--- config.mk ---
export PLATFORM = sky130hd
export DESIGN_NAME = hbs_fifo
export DESIGN_NICKNAME = d
export VERILOG_FILES = /design/src/hdl/hbs_fifo.sv
export SDC_FILE = /design/constraint.sdc
export NUM_CORES = 1
export LEC_CHECK = 0
export ABC_AREA = 1
export BUFFER_PORTS_ARGS = -buffer_cell sky130_fd_sc_hd__clkbuf_2
export CAP_MARGIN = 20
export CORE_ASPECT_RATIO = 1.75
export CORE_MARGIN = 2
export CORE_UTILIZATION = 30
export CTS_CLUSTER_DIAMETER = 60
export CTS_CLUSTER_SIZE = 8
export DETAILED_ROUTE_END_ITERATION = 8
export SLEW_MARGIN = 0
export SYNTH_ARGS = -nofsm -noshare
export SYNTH_HDL_FRONTEND = slang
export SYNTH_SLANG_ARGS = --single-unit
--- constraint.sdc ---
create_clock -name clk -period 1.7 [get_ports clk]
set_clock_uncertainty 0.2 [all_clocks]
set_input_delay 0.255 -clock clk [delete_from_list [all_inputs] [get_ports clk]]
set_output_delay 0.255 -clock clk [all_outputs]
set_load 0.02 [all_outputs]
--- src/hdl/hbs_fifo.sv ---
// Short request queue between the front and back parts.
`default_nettype none
module hbs_fifo #(
  parameter int WIDTH = 8,
  parameter int DEPTH = 4,
  localparam int PW = $clog2(DEPTH),
  localparam int CW = $clog2(DEPTH + 1)
) (
  input  wire logic             clk,
  input  wire logic             rst_n,
  input  wire logic             push,
  input  wire logic [WIDTH-1:0] push_data,
  output logic                  full,
  input  wire logic             pop,
  output logic      [WIDTH-1:0] head,
  output logic                  empty
);

  logic [WIDTH-1:0] mem_r [DEPTH];
  logic [PW-1:0]    wptr_r, rptr_r;
  logic [CW-1:0]    cnt_r;

  assign full  = (cnt_r == CW'(DEPTH));
  assign empty = (cnt_r == '0);
  assign head  = mem_r[rptr_r];

  always_ff @(posedge clk) begin
    if (push) begin
      mem_r[wptr_r] <= push_data;
    end
  end

  always_ff @(posedge clk) begin
    if (!rst_n) begin
      wptr_r <= '0;
      rptr_r <= '0;
      cnt_r  <= '0;
    end else begin
      if (push) begin
        wptr_r <= (wptr_r == PW'(DEPTH - 1)) ? '0 : wptr_r + 1'b1;
      end
      if (pop) begin
        rptr_r <= (rptr_r == PW'(DEPTH - 1)) ? '0 : rptr_r + 1'b1;
      end
      if (push && !pop) begin
        cnt_r <= cnt_r + 1'b1;
      end else if (pop && !push) begin
        cnt_r <= cnt_r - 1'b1;
      end
    end
  end

endmodule
`default_nettype wire

==> flow_summary_export.csv <==
group,metric,value,unit
detailed_routing,first_pass_iters,4,
status,status,"finished with violations",
floorplanning,io_pins,22,
worst_setup_path,critical_path_class,"reg -> out",
floorplanning,initial_core_util,31.17,%
sta,rsz0062_at_grt,"true",
floorplanning,rows,35,
synth,synth_area,1652,um^2
worst_setup_path,reg2reg_setup_slack,0.20,ns
clock_network,clkSinkCount,41,
detailed_routing,wl_per_cell,12.89,um
detailed_routing,avgViaCountPerCell,4.390,
final_layout,seqCellArea,1149,um^2
flow_run,cap_violations,0,
worst_hold_path,whs_path_depth,3,
grt,grt_overflow,0,
synth,netlist_instances,135,
sta,tightestPinTransition,0.3831,ns
sta,setup_tns,-0.1021,ns
power_and_ir_drop,max-vdd-ir-drop,0.7748,mV
worst_hold_path,hold_path_class,"in -> reg",
worst_setup_path,crit_chain,"buf_8 > o21ai_1 > o22ai_2 > buf_4",
worst_setup_path,critical_path.max_stage_delay,0.39,ns
synth,netlist-cell-type-count,19,
sta,final.setup.worst_slack,-0.04046,ns
clock_network,tritoncts,"built",
place,dp_slack,0.07850,ns
final_layout,final_core_util,42.64,%
place,hpwlAfterDp,2109,um
worst_setup_path,cpLargestDelayFamily,"flip-flops",
grt,track_usage,11.70,%
final_layout,synthToLayoutAreaGrowth,36.82,%
grt,grt_max_degree,17,
worst_setup_path,crit_slowest_cell,"dfxtp_4",
synth,synth_nets,154,
status,violations,"negative setup slack",
final_layout,fin_nets,198,
place,gp_congestion,0.7234,
detailed_routing,drtAntennaViolNets,0,
worst_hold_path,hold_start,"rst_n",
synth,ys_warn_count,0,
synth,ys_ff_latch,41,
worst_setup_path,cp.arrival,1.29,ns
clock_network,clockBufferDepth,2,
sta,finalHoldViolations,0,
sta,drv_slew,0,
worst_setup_path,cp_num_buf_inv,2,
grt,grt_pass1_vias,1173,
final_layout,fillers,504,
power_and_ir_drop,p_leak,0.8972,nW
clock_network,clkLatencyLatePin,0.29,ns
worst_setup_path,required,1.24,ns
worst_setup_path,r2r_start,"wptr_r[0]",
clock_network,clk_pin_slew_worst_paths,0.08,ns
floorplanning,core-area,5299,um^2
detailed_routing,vias,1115,
clock_network,cts_root_buf,"clkbuf_8",
clock_network,htree_levels,2,
floorplanning,die_w,60.09,um
detailed_routing,drt_iter0_drc,27,
final_layout,num_antenna_cells,0,
power_and_ir_drop,power_density,1053,nW/um^2
worst_setup_path,start_kind,"register",
floorplanning,dieArea,6138,um^2
sta,slew_headroom,74.43,%
sta,min_period,1.740,ns
synth,yosysSeqAreaShare,69.09,%
worst_hold_path,holdPathEnd,"cnt_r[2]",
clock_network,numCtsBuffers,5,
worst_setup_path,ff2ff_path_depth,3,
sta,fmax,574.6,MHz
sta,period_share,102.4,%
grt,grt_pass1_wl,5244,um
final_layout,fin_area,2260,um^2
worst_setup_path,r2r_end,"mem_r[3][3]",
place,io_buffers,21,
detailed_routing,wirelength,3274,um
detailed_routing,drc,0,
grt,antenna_found_initial,0,
worst_setup_path,worstSetupEndpointType,"output port",
synth,avgSynthCellArea,12.23,um^2
sta,setup_viol,4,
worst_setup_path,path_max_fanout,6,
final_layout,multi_input_area,506.7,um^2
floorplanning,die_h,102.2,um
place,placed_area,1872,um^2
final_layout,drive_above_1_share,34.44,%
routing by layer:
layer	GRT usage, %	vias to the layer above	routed length [um]
met1	11.62	523	1264
li1	-	563	-
met2	21.24	23	1840
met4	5.641	0	53
met5	0	-	0
met3	3.544	6	117
worst max path at each step:
stage | from | end | cells after the start
CTS | register | head[1] | 4
finish | register | head[3] | 4
global placement | pop | cnt_r[2] | 11
detailed placement | pop | cnt_r[2] | 11
floorplan | pop | cnt_r[2] | 10
global route | register | head[3] | 4
metrics by stage:
stage	instances	total power (W)	hold slack, ns
after global routing	254	0.002479	0.04277
after CTS	253	0.002336	0.02141
final	254	0.002380	0.02842
after global placement	234	0.001481	0.2756
after detailed placement	234	0.001486	0.2764
after floorplan	135	0.001376	0.1539
worst reg2reg max path, cell delays in order (launching register included):
cell	delay (ns)
dfxtp_1	0.43
ha_1	0.20
nand2_1	0.05
inv_1	0.29
kinds of logic after synthesis:
logic type / Yosys count / share of synthesized area, %
fa+ha+maj: 7 / 5.758
compound gates: 30 / 10.15
xor+xnor: 1 / 0.5304
simple gates: 38 / 9.470
buf+inv: 18 / 4.999
flops: 41 / 69.09
cell usage in the layout, fill, tap and decap left out, drive strengths merged:
cell type	netlist	layout
a21oi	3	3
buf	2	18
bufinv	0	1
clkbuf	0	19
clkinvlp	0	1
dfxtp	9	9
dlygate4sd3	0	8
edfxtp	32	32
fa	1	1
ha	6	6
inv	16	16
nand2	8	8
nand3	1	1
nand4	1	1
nor2	24	24
nor3	4	4
o21ai	19	19
o22ai	8	8
xor2	1	1
report_power, final:
group	internal [W]	total [W]	switching, W
Clock	0.000477	0.000814	0.000336
Sequential	0.00114	0.00118	0.0000405
Combinational	0.000175	0.000389	0.000214
Total	0.00179	0.00238	0.000591
what timing repair did:
action                                 in CTS  in global routing
setup endpoints to repair                   8                  8
endpoints found under the hold margin      32                  0
gates resized for setup                    19                 45
hold buffers                                8                  0
setup buffers                               2                  1
pin swaps                                   3                 14
cloned                                      1                  0
synth_stat cells, drive strengths merged:
| cell type | count | share of area (%) |
|---|---|---|
| fa | 1 | 1.2 |
| inv | 16 | 3.6 |
| nor2 | 24 | 5.8 |
| a21oi | 3 | 0.91 |
| o22ai | 8 | 3.0 |
| nand3 | 1 | 0.30 |
| dfxtp | 9 | 11 |
| nor3 | 4 | 1.2 |
| xor2 | 1 | 0.53 |
| buf | 2 | 1.4 |
| ha | 6 | 4.5 |
| nand4 | 1 | 0.38 |
| edfxtp | 32 | 58 |
| nand2 | 8 | 1.8 |
| o21ai | 19 | 6.2 |
area by class of cell:
cell class / count / area share (%)
clock buffer: 6 / 3.654
sequential: 41 / 50.83
tap: 74 / 4.097
timing repair buffer: 39 / 14.23
inverter: 16 / 3.101
multi-input combinational: 76 / 22.43
clock inverter: 2 / 1.661
sequential cells by signal, indices dropped and copies added (netlist names), named ones only:
register / count
cnt_r: 3
wptr_r: 2
mem_r: 32
rptr_r: 2
(Power assumes the default switching activity.)
